File: config.mk
export PLATFORM = sky130hd
export DESIGN_NAME = safl_cell
export DESIGN_NICKNAME = d
export VERILOG_FILES = /design/src/hdl/safl_pkg.sv /design/src/hdl/safl_cell.sv
export SDC_FILE = /design/constraint.sdc
export NUM_CORES = 1
export LEC_CHECK = 0
export BUFFER_PORTS_ARGS = -buffer_cell sky130_fd_sc_hd__buf_4
export CAP_MARGIN = 10
export CORE_AREA = 2 2 105 107
export DETAILED_ROUTE_END_ITERATION = 10
export DIE_AREA = 0 0 107 109
export PLACE_DENSITY = 0.82
export SLEW_MARGIN = 0
export SYNTH_ARGS = -nofsm -noshare
export SYNTH_HDL_FRONTEND = slang
export SYNTH_SLANG_ARGS = --single-unit
File: constraint.sdc
create_clock -name clk_i -period 19.3 [get_ports clk_i]
set_input_delay 2.895 -clock clk_i [delete_from_list [all_inputs] [get_ports clk_i]]
set_output_delay 2.895 -clock clk_i [all_outputs]
set_load 0.005 [all_outputs]
File: src/hdl/safl_pkg.sv
// ----------------------------------------------------------------------------
// Sorted address floor lookup package
// Shared sizes, action codes, state type and structs for the sorted table.
// ----------------------------------------------------------------------------
package safl_pkg;

  localparam int TABLE_ENTRIES = 256;
  localparam int ADDR_W        = 64;
  localparam int IDX_W         = (TABLE_ENTRIES > 1) ? $clog2(TABLE_ENTRIES) : 1;
  localparam int IDXO_W        = 8;
  localparam int GRP_SIZE      = 16;
  localparam int NUM_GRP       = (TABLE_ENTRIES + GRP_SIZE - 1) / GRP_SIZE;

  typedef enum logic [1:0] {
    ACT_CLEAR  = 2'd0,
    ACT_INSERT = 2'd1,
    ACT_QUERY  = 2'd2
  } safl_act_e;

  typedef enum logic [1:0] {
    S_IDLE,
    S_RED1,
    S_RED2
  } safl_state_e;

  // command broadcast to every cell
  typedef struct packed {
    logic              ins;
    logic              clr;
    logic              cmp;
    logic [ADDR_W-1:0] key;
  } safl_cmd_t;

  // link from a cell to its right neighbor
  typedef struct packed {
    logic              occ;
    logic              gt;
    logic [ADDR_W-1:0] value;
  } safl_link_t;

  // floor hit from a cell to the reducer
  typedef struct packed {
    logic              hit;
    logic [ADDR_W-1:0] value;
  } safl_hit_t;

  typedef struct packed {
    logic              found;
    logic [IDX_W-1:0]  index;
    logic [ADDR_W-1:0] value;
  } safl_res_t;

endpackage

File: src/hdl/safl_cell.sv
// ----------------------------------------------------------------------------
// Sorted table cell
// Holds one entry; shifts right on insert and flags the floor on a query.
// ----------------------------------------------------------------------------
module safl_cell
  import safl_pkg::*;
(
  input  logic       clk_i,
  input  logic       rst_ni,
  input  safl_cmd_t  cmd_i,
  input  safl_link_t left_i,
  input  logic       right_le_i,
  output safl_link_t link_o,
  output logic       le_o,
  output safl_hit_t  hit_o
);

  logic              occ_q, occ_d;
  logic              le_q, le_d;
  logic [ADDR_W-1:0] val_q, val_d;
  logic              gt;

  assign gt     = !occ_q || (val_q > cmd_i.key);
  assign link_o = '{occ: occ_q, gt: gt, value: val_q};
  assign le_o   = le_q;
  assign hit_o  = '{hit: le_q && !right_le_i, value: val_q};

  always_comb begin
    occ_d = occ_q;
    val_d = val_q;
    le_d  = le_q;
    if (cmd_i.clr) begin
      occ_d = 1'b0;
    end else if (cmd_i.ins && gt) begin
      if (left_i.gt) begin
        occ_d = left_i.occ;
        val_d = left_i.value;
      end else begin
        occ_d = 1'b1;
        val_d = cmd_i.key;
      end
    end
    if (cmd_i.cmp) begin
      le_d = !gt;
    end
  end

  always_ff @(posedge clk_i or negedge rst_ni) begin
    if (!rst_ni) begin
      occ_q <= 1'b0;
      le_q  <= 1'b0;
    end else begin
      occ_q <= occ_d;
      le_q  <= le_d;
    end
  end

  always_ff @(posedge clk_i) begin
    val_q <= val_d;
  end

endmodule

==> results by group, run 1 <==
Logic synthesis
  • Synthesis Warnings: 0
  • Post-synthesis sequential area ratio: about two fifths
  • Mapped Cells: 515
  • Most common cell in the netlist: nand2_1
  • Area contributors post-synth: edfxtp_1, ha_1, buf_4, o21ai_0, nand2_1
  • Post-synth ARST share: roughly 3%
  • Count of different cell masters after synthesis: 32
  • Avg Cell Area, Syn: between 9 and 10 µm²
  • Mapped Area: between 4000 and 5000 µm²
  • Post-synth EDFFs: 64
  • Area leader, netlist: edfxtp_1
  • Most frequent cells after synthesis: nand2_1, o21ai_0, inv_1, buf_4
  • Syn Nets: ~720
  • Synth Flop Type: edfxtp_1
  • Synth top area share: roughly two fifths
  • Yosys reg bits: 66

GRT
  • Vias in the first global route: between 4000 and 5000
  • Initial antenna violation count: 0
  • GRT Total Usage: about 23%
  • Grt total ovfl: 0
  • Largest net degree at the start of global routing: between 100 and 150
  • First-pass GRT wire length: between 20000 and 25000 µm

Hold path
  • Hold WC Path Type: reg -> reg

Timing
  • Final Worst Setup Slack: between 10000 and 15000 ps
  • Setup_tns: 0 ps
  • Slew headroom: between 20 and 30%
  • Slew @ Worst Pin: 1070 ps
  • Max Fclk: between 0.1 and 0.15 GHz
  • RSZ-0062 raised after global routing: false
  • Final Cycle Share: about 43%
  • Post-Route Skew: around 11 ps
  • Final setup viols: 0
  • Final Critical Period: around 8000 ps
  • Max Slew Vio Count: 0
  • Fin. Hold Viols: 0

Critical path
  • Critical Path AT: approximately 5300 ps
  • CP Launch Type: input port
  • Critical Path End Type: primary output
  • Setup CP Type: in -> out
  • Worst Path Required: about 16000 ps
  • CP Max Fanout: 4

Power
  • Switch share: 27.4%
  • Pwr Density: about 55 nW/µm²
  • Pwr Total: 0.363 mW
  • Switch Pwr: around 0.1 mW
  • Logic gate share of total power: roughly a quarter
  • Peak supply drop: approximately 32 µV
  • Leak: 3.27 nW
  • Clock power share: 26.8%
  • Cell internal pwr: 0.264 mW
  • Sequential power share: between 40% and 50%

Clock network
  • Post-CTS Resized: 0
  • Clock root cell: clkbuf_8
  • CTS tree: done
  • Hold Buf Count CTS: 0
  • Clk Latency, worst-skew pair: ~350 ps
  • H-tree levels: 3
  • Post-CTS Setup Inserts: 0
  • CTS buffer count: 9
  • Clock slew at reported path FFs: approximately 60 ps
  • Number of clock sinks: between 60 and 70
  • Max clock buf depth: 2

Die
  • Die Wd: about 110 µm
  • Core area: approximately 11000 µm²
  • Initial cell density of the core: between 40% and 50%
  • I/O pin cnt: between 200 and 300
  • Row count: 38
  • Die area: 11700 µm²
  • Chip Height: 109 µm

Drt
  • Pre-Repair DR Iteration Count: 5
  • Post-route DRC: 0
  • Vias: 4418
  • Final WL: about 13000 µm
  • Final ANT Viol Nets: 0
  • Routed len/inst: 15.6 µm
  • Initial DRC count: 213
  • Via density: ~5.1

Run
  • Max Cap Violations: 0

Place
  • GPL Wtd Cong: 0.833
  • HPWL after DPL: about 11000 µm
  • DP Worst Slack: approximately 11000 ps
  • Port Buf Inserts: approximately 270
  • # placed instances: between 800 and 900

Final layout
  • Fin util: between 60 and 70%
  • Final std cells w/o fill: between 800 and 900
  • Layout area overhead: 37.9%
  • N_diodes: 0
  • Layout cells sized above 1: between 30% and 40%
  • Final Net Count: between 900 and 1000

Outcome
  • Status: completed
==> worst max-delay path, stage by stage <==
cell	delay [ps]
buf_4	80
inv_1	40
ha_1	320
nand4_1	190
nor4_1	770
nand3_1	240
nor4_1	540
nor2_1	90
buf_4	160
==> final timing paths <==
check                      slack, ps       from         end  cells past startpoint
hold / removal                   600       le_o        le_o                      2
min in group asynchronous       2330     rst_ni        le_o                      1
hold reg to reg                  600       le_o        le_o                      2
max in group asynchronous      16890     rst_ni       occ_q                      1
setup / recovery               11080  cmd_i[59]  link_o[64]                      9
setup reg to reg               15570  val_q[59]   val_q[17]                      8
==> stage by stage <==
step                      hold WS, ps  cell area, µm²
after floorplan                   552            4750
after global placement            602            6400
after detailed placement          599            6400
after CTS                         607            6550
after global routing              661            6550
final                             602            6550
==> cells by family (layout without fill, tap and decap cells) <==
| kind of cell | count (synthesis) | in the layout | share of synthesized area [%] |
|---|---|---|---|
| adders and majority gates | 64 | 64 | 16.9 |
| buffers and inverters | 148 | 352 | 16.9 |
| DFF | 66 | 66 | 41.5 |
| AOI/OAI and AO/OA | 117 | 117 | 13.4 |
| muxes | 1 | 1 | 0.237 |
| and+or+nand+nor | 119 | 119 | 11.1 |
==> area by class of cell <==
class / count / area [µm²]
Sequential cell: 66 / 1970
Tap cell: 140 / 175
Inverter: 68 / 255
Timing Repair Buffer: 268 / 2010
Fill cell: 886 / 4050
Clock inverter: 4 / 18.8
Clock buffer: 12 / 135
Multi-Input combinational cell: 301 / 1980
==> power groups by stage <==
stage                     clock, mW  combinational [mW]  sequential [mW]
final                        0.0973              0.0908            0.175
after global routing          0.106               0.101            0.176
after CTS                     0.100              0.0914            0.175
after detailed placement          0              0.0911            0.178
after global placement            0              0.0880            0.178
after floorplan                   0              0.0459            0.178
==> layer usage <==
metal / wire length (µm) / vias up / global-route usage (%) / part of all wire, %
li1: - / 2123 / - / -
met1: 4980 / 2055 / 24.5 / 37
met2: 7170 / 206 / 42.1 / 53
met3: 901 / 34 / 3.83 / 6.7
met4: 378 / 0 / 11.5 / 2.8
met5: 0 / - / 0 / 0
==> registers in the layout, summed over array words and instances, names as in the netlist <==
signal	flops
val_q	64
le_o	1
occ_q	1
==> layout by cell type (no fill, tap or decap), types with 3 or more instances in the layout <==
cell	instances
inv_1	68
nand2_1	78
o21ai_0	71
nor4_1	5
clkbuf_1	3
a21oi_1	25
nand4_1	14
buf_4	268
clkinv_2	3
a21o_1	5
nand3_1	9
nor2_1	6
edfxtp_1	64
ha_1	64
a31oi_1	3
clkbuf_8	9
Power figures use the tool's default switching activity.
==> inputs of run 2 (changes only) <==
--- a/config.mk
+++ b/config.mk
@@ -7,10 +7,10 @@
 export LEC_CHECK = 0
 export BUFFER_PORTS_ARGS = -buffer_cell sky130_fd_sc_hd__buf_4
 export CAP_MARGIN = 10
-export CORE_AREA = 2 2 105 107
+export CORE_MARGIN = 1.5
+export CORE_UTILIZATION = 45
 export DETAILED_ROUTE_END_ITERATION = 10
-export DIE_AREA = 0 0 107 109
-export PLACE_DENSITY = 0.82
+export PLACE_DENSITY = 0.81
 export SLEW_MARGIN = 0
 export SYNTH_ARGS = -nofsm -noshare
 export SYNTH_HDL_FRONTEND = slang
==> constraint.sdc (replaced) <==
create_clock -name clk_i -period 8.6 [get_ports clk_i]
set_input_delay 1.29 -clock clk_i [delete_from_list [all_inputs] [get_ports clk_i]]
set_output_delay 1.29 -clock clk_i [all_outputs]
set_load 0.005 [all_outputs]
==> run 2 against run 1 <==
  * Critical path depth is the same
  * Largest cell class unchanged
  * Setup slack got worse by 7500 ps
  * Wire length shrank 0.82%
  * First-iteration DRC count increased by 9.4%
  * Die area down 4.1%
  * Clock-buffer cell count grew 1
  * Clock skew is 1.6 ps higher
  * Via count down 1.2%
  * Utilization up 2.3 points
  * Clock power is 140% higher
==> results by group, run 2 (synthesized netlist as in run 1, its figures left out) <==
Outcome
  • Status: completed

Final layout
  • Commonest cells after routing, fill and taps aside: buf_4, nand2_1, o21ai_0
  • Fillers: 848 (-4.3%)
  • Layout area overhead: 38.5%
  • Post-route cell area: 6580 µm² (+0.48%)
  • Largest Register: val_q
  • N_diodes: 0 (unchanged)
  • Final Net Count: 915 (+0.11%)
  • Max reg flops: 64 (unchanged)
  • Most common cell after layout, fill and taps aside: buf_4
  • Layout cells sized above 1: 39.7% (+0.36 points)
  • Final std cells w/o fill: 856 (-0.35%)

Power
  • Switch Pwr: 0.227 mW (+130%)
  • Sequential power share: 47.1% (-1.2 points)
  • Clock power share: 28.4% (+1.6 points)
  • Logic gate share of total power: 24.5% (-0.5 points)
  • Leak: 3.29 nW (+0.67%)
  • Cell internal pwr: 0.609 mW (+130%)
  • Switch share: 27.1% (-0.33 points)
  • Pwr Total: 0.836 mW (+130%)
  • Pwr Density: 127 nW/µm² (+130%)
  • Peak supply drop: 72.8 µV (+130%)

Run
  • Max Cap Violations: 0 (unchanged)

Drt
  • Final WL: 13300 µm (-0.82%)
  • Post-route DRC: 0 (unchanged)
  • Via density: 5.10 (-0.85%)
  • Final ANT Viol Nets: 0 (unchanged)
  • Routed len/inst: 15.6 µm (-0.47%)
  • Pre-Repair DR Iteration Count: 4 (-1)
  • Vias: 4365 (-1.2%)
  • Initial DRC count: 233 (+9.4%)

Clock network
  • CTS buffer count: 9 (unchanged)
  • Clock slew at reported path FFs: 70 ps (about the same)
  • Clock root cell: clkbuf_8
  • Clk Latency, worst-skew pair: 340 ps (about the same)
  • Hold Buf Count CTS: 0 (unchanged)
  • Post-CTS Resized: 0 (unchanged)
  • CTS tree: done
  • Number of clock sinks: 66 (unchanged)
  • H-tree levels: 3 (unchanged)
  • Post-CTS Setup Inserts: 0 (unchanged)
  • Max clock buf depth: 2 (unchanged)

Critical path
  • CP Launch Type: input port
  • Bufs and invs on worst path: 3 (unchanged)
  • Critical Path End Type: primary output
  • CP Max Fanout: 4 (unchanged)
  • Crit-path slowest cell: nor4_1
  • Critical Path AT: 3750 ps (-1580 ps)
  • Worst path max stage delay: 670 ps (-100 ps)
  • Setup CP Type: in -> out
  • Worst reg2reg path depth: 8 (unchanged)
  • Crit Reg-Reg Endpoint: val_q[19]
  • CP top delay family: simple AND/OR/NAND/NOR gates
  • R2r setup slk: 5180 ps (-10390 ps)
  • Crit path cell chain: buf_4, inv_1, ha_1, nand4_1, nor4_1, nand3_1, nor4_1, nor2_1, buf_4
  • Worst Path Required: 7310 ps (-9100 ps)
  • Reg-to-Reg Start: val_q[59]

Place
  • HPWL after DPL: 10800 µm (about the same)
  • DP Area: 6410 µm² (+0.18%)
  • GPL Wtd Cong: 0.880 (+5.7%)
  • Port Buf Inserts: 267 (unchanged)
  • # placed instances: 840 (-0.36%)

GRT
  • Largest net degree at the start of global routing: 129 (unchanged)
  • GRT Total Usage: 23.4% (+0.91 points)
  • Vias in the first global route: 4243 (-1.6%)
  • Grt total ovfl: 0 (unchanged)
  • Initial antenna violation count: 0 (unchanged)
  • First-pass GRT wire length: 20700 µm (+1.9%)

Timing
  • Slew headroom: 29.8% (+1.4 points)
  • Setup_tns: 0 ps (unchanged)
  • Hold Worst Slack: 609 ps (+6.99 ps)
  • Max Slew Vio Count: 0 (unchanged)
  • Final Critical Period: 5040 ps
  • Slew @ Worst Pin: 1050 ps (-21.7 ps)
  • Final Cycle Share: about three fifths
  • Post-Route Skew: 12.8 ps (+1.59 ps)
  • RSZ-0062 raised after global routing: false
  • Fin. Hold Viols: 0 (unchanged)
  • Final setup viols: 0 (unchanged)
  • Max Fclk: roughly 0.20 GHz

Hold path
  • Worst hold stages: 2 (unchanged)
  • Hold WC Path Type: reg -> reg
  • Hold path startpoint: le_o
  • Worst Hold Path EP: le_o

Die
  • Die Wd: 106 µm (-1.2%)
  • Die area: 11200 µm² (-4.1%)
  • Initial cell density of the core: 46.2% (+1.4 points)
  • Core area: 10300 µm² (-3.1%)
  • Chip Height: 106 µm (-3.0%)
  • Row count: 37 (-2.6%)
  • I/O pin cnt: 268 (unchanged)
-- run 2: worst register-to-register path, stage by stage (launching register included) --
cell      delay (ps)
edfxtp_1         440
ha_1             350
nand4_1          170
nor4_1           670
nand3_1          240
a31oi_1          290
nor4_1           140
nor4b_4          290
buf_4            460
-- run 2: metal layers --
layer	track usage, %	up-vias	part of all wire [%]
met4	6.76	0	1.9
li1	-	2120	-
met2	42.4	204	52
met1	28.0	2015	39
met3	4.76	26	6.7
met5	0	-	0
-- run 2: how the worst max path moves through the flow --
stage / from / end / slack [ps] / cells past startpoint
after floorplan: cmd_i[14] / val_q[0] / 1810 / 8
after detailed placement: cmd_i[59] / link_o[64] / 3540 / 9
after global placement: cmd_i[59] / link_o[64] / 3710 / 9
final: cmd_i[59] / link_o[64] / 3560 / 9
after CTS: cmd_i[59] / link_o[64] / 3550 / 9
after global routing: cmd_i[59] / link_o[64] / 3330 / 9
-- run 2: area by class of cell --
| type | instances | area, µm² | area share, % |
|---|---|---|---|
| clock buffers | 13 | 159 | 2.41 |
| flip-flops and latches | 66 | 1970 | 30.0 |
| inverters | 68 | 255 | 3.88 |
| well taps | 136 | 170 | 2.59 |
| multi-input cells | 301 | 1990 | 30.3 |
| clock inverters | 3 | 15.0 | 0.228 |
| repair buffers | 269 | 2020 | 30.7 |
-- run 2: metrics by stage --
step | util, % | setup slack (ps)
global route | 64.0 | 3330
detailed placement | 62.4 | 3540
finish | 64.0 | 3560
floorplan | - | 1810
global placement | 62.4 | 3710
CTS | 64.0 | 3550
-- run 2: power by group through the flow --
stage	registers (mW)	clock network (mW)	logic (mW)
finish	0.393	0.238	0.205
global placement	0.399	0	0.198
CTS	0.393	0.243	0.206
global route	0.395	0.257	0.228
detailed placement	0.400	0	0.205
floorplan	0.398	0	0.103
==> inputs of run 3 (changes only) <==
--- a/config.mk
+++ b/config.mk
@@ -8,9 +8,9 @@
 export BUFFER_PORTS_ARGS = -buffer_cell sky130_fd_sc_hd__buf_4
 export CAP_MARGIN = 10
 export CORE_MARGIN = 1.5
-export CORE_UTILIZATION = 45
+export CORE_UTILIZATION = 41
 export DETAILED_ROUTE_END_ITERATION = 10
-export PLACE_DENSITY = 0.81
+export PLACE_DENSITY = 0.78
 export SLEW_MARGIN = 0
 export SYNTH_ARGS = -nofsm -noshare
 export SYNTH_HDL_FRONTEND = slang
==> constraint.sdc (replaced) <==
create_clock -name clk_i -period 4.4 [get_ports clk_i]
set_input_delay 0.66 -clock clk_i [delete_from_list [all_inputs] [get_ports clk_i]]
set_output_delay 0.66 -clock clk_i [all_outputs]
set_load 0.005 [all_outputs]
==> run 3 against run 2 <==
  * Sequential share of layout area decreased by 1.3 points
  * Die area up 9.5%
  * Clock power rose to 3.5 times the previous value
  * First-iteration DRC count fell by 28%
  * Cell count is 1.1% higher
  * Clock skew is 5.0 ps lower
  * Sequential power up 96%
  * Utilization is 3.6 points lower
  * Register-to-register slack worse by 4000 ps
  * Critical endpoint unchanged
  * Largest power group is now the clock network
==> results by group, run 3 (synthesized netlist as in run 1, its figures left out) <==
Outcome
  • Status: completed

Die
  • Initial cell density of the core: 41.8% (-4.4 points)
  • Die Wd: 111 µm (+4.6%)
  • Chip Height: 111 µm (+4.6%)
  • Core area: 11400 µm² (+11%)
  • I/O pin cnt: 268 (unchanged)
  • Row count: 39 (+5.4%)
  • Die area: 12200 µm² (+9.5%)

Place
  • Port Buf Inserts: 267 (unchanged)
  • HPWL after DPL: 10600 µm (-2.3%)
  • GPL Wtd Cong: 0.856 (-2.8%)

Drt
  • Final WL: 13100 µm (-2.0%)
  • Post-route DRC: 0 (unchanged)
  • Pre-Repair DR Iteration Count: 4 (unchanged)
  • Vias: 4334 (-0.71%)
  • Wire length on met1: 5190 µm (-0.80%)
  • Final ANT Viol Nets: 0 (unchanged)
  • Initial DRC count: 168 (-28%)
  • Via density: 5.01 (-1.7%)
  • Routed len/inst: 15.1 µm (-3.0%)
  • Met2 wire length: 6690 µm (-3.5%)
  • Max layer used: met4
  • Met3 WL: 943 µm (+5.5%)

Clock network
  • CTS tree: done
  • Number of clock sinks: 66 (unchanged)
  • Post-CTS Resized: 0 (unchanged)
  • Clock root cell: clkbuf_16
  • Hold Buf Count CTS: 0 (unchanged)
  • CTS buffer count: 9 (unchanged)
  • Post-CTS Setup Inserts: 0 (unchanged)
  • Clk Latency, worst-skew pair: 330 ps (about the same)
  • H-tree levels: 3 (unchanged)
  • Clock slew at reported path FFs: 60 ps (about the same)
  • Max clock buf depth: 2 (unchanged)

Timing
  • Final Critical Period: around 3400 ps
  • Post-Route Skew: 7.76 ps (-5.03 ps)
  • Hold Worst Slack: 96.6 ps (-512 ps)
  • Max Slew Vio Count: 0 (unchanged)
  • Final Cycle Share: between 70% and 80%
  • Fin. Hold Viols: 0 (unchanged)
  • Slew @ Worst Pin: 802 ps (-251 ps)
  • Slew headroom: 46.6% (+17 points)
  • Final setup viols: 0 (unchanged)
  • Setup_tns: 0 ps (unchanged)
  • RSZ-0062 raised after global routing: false
  • Max Fclk: between 0.2 and 0.3 GHz

GRT
  • First-pass GRT wire length: 20600 µm (-0.67%)
  • GRT Total Usage: 20.9% (-2.6 points)
  • Vias in the first global route: 4305 (+1.5%)
  • Largest net degree at the start of global routing: 98 (-24%)
  • Grt total ovfl: 0 (unchanged)
  • Initial antenna violation count: 0 (unchanged)

Power
  • Leak: 3.37 nW (+2.6%)
  • Peak supply drop: 198 µV (+170%)
  • Pwr Total: 2.01 mW (+140%)
  • Pwr Density: 293 nW/µm² (+130%)

Critical path
  • CP Max Fanout: 3 (-1)
  • Critical Path End Type: primary output
  • Worst Path Required: 3740 ps (-3570 ps)
  • CP Launch Type: flip-flop
  • Setup CP Type: reg -> out
  • Critical Path AT: 2790 ps (-960 ps)

Final layout
  • Max reg flops: 64 (unchanged)
  • Commonest cells after routing, fill and taps aside: buf_4, nand2_1, o21ai_0
  • N_diodes: 0 (unchanged)
  • Layout cells sized above 1: 41.6% (+1.8 points)
  • Largest Register: val_q
  • Layout area overhead: 44.6%
  • Final Net Count: 917 (+0.22%)
  • Most common cell after layout, fill and taps aside: buf_4

Run
  • Max Cap Violations: 0 (unchanged)

Hold path
  • Hold WC Path Type: in -> async
[run 3: layout make-up]
| type | count | area (µm²) |
|---|---|---|
| clock buffer | 11 | 243 |
| clock inverter | 5 | 103 |
| fill | 968 | 4500 |
| inverter | 68 | 280 |
| multi-input combinational | 301 | 2060 |
| sequential | 66 | 1970 |
| tap | 143 | 179 |
| timing repair buffer | 271 | 2030 |
[run 3: metal layers]
| layer | vias to the layer above | global-route usage (%) |
|---|---|---|
| met4 | 0 | 7.86 |
| met3 | 19 | 3.94 |
| li1 | 2132 | - |
| met2 | 200 | 37.5 |
| met1 | 1983 | 24.8 |
| met5 | - | 0 |
[run 3: worst max-delay path: stages, from the launching register on]
cell      delay, ps
edfxtp_1        440
ha_1            330
a21o_1          190
a21o_1          180
a221oi_1        360
o21ai_0         230
nor4_2          460
nor2_1          110
buf_4           150
[run 3: metrics by stage]
stage | instance area [µm²] | worst slack [ps] | utilization, % | instances
5_1_grt | 6870 | 865 | 60.4 | 865
4_1_cts | 6870 | 969 | 60.4 | 865
3_3_place_gp | 6530 | 962 | 57.4 | 849
3_5_place_dp | 6530 | 843 | 57.4 | 849
6_report | 6870 | 950 | 60.4 | 865
2_1_floorplan | 4860 | -165 | - | 515
[run 3: power breakdown]
group	internal, mW	switching, mW	leakage (nW)	total (mW)
Clock	0.568	0.270	0.166	0.838
Sequential	0.737	0.0330	0.625	0.771
Combinational	0.225	0.180	2.58	0.405
Total	1.53	0.483	3.37	2.01
[run 3: worst paths after layout]
kind	from	end	slack, ps	cells past startpoint
worst max-delay path	val_q[61]	link_o[64]	950	8
worst min-delay path	rst_ni	occ_q	100	1
worst max register to register	val_q[46]	val_q[35]	1210	8
worst min register to register	le_o	le_o	620	2
max in group asynchronous	rst_ni	le_o	4220	1
min in group clk_i	cmd_i[65]	occ_q	510	2
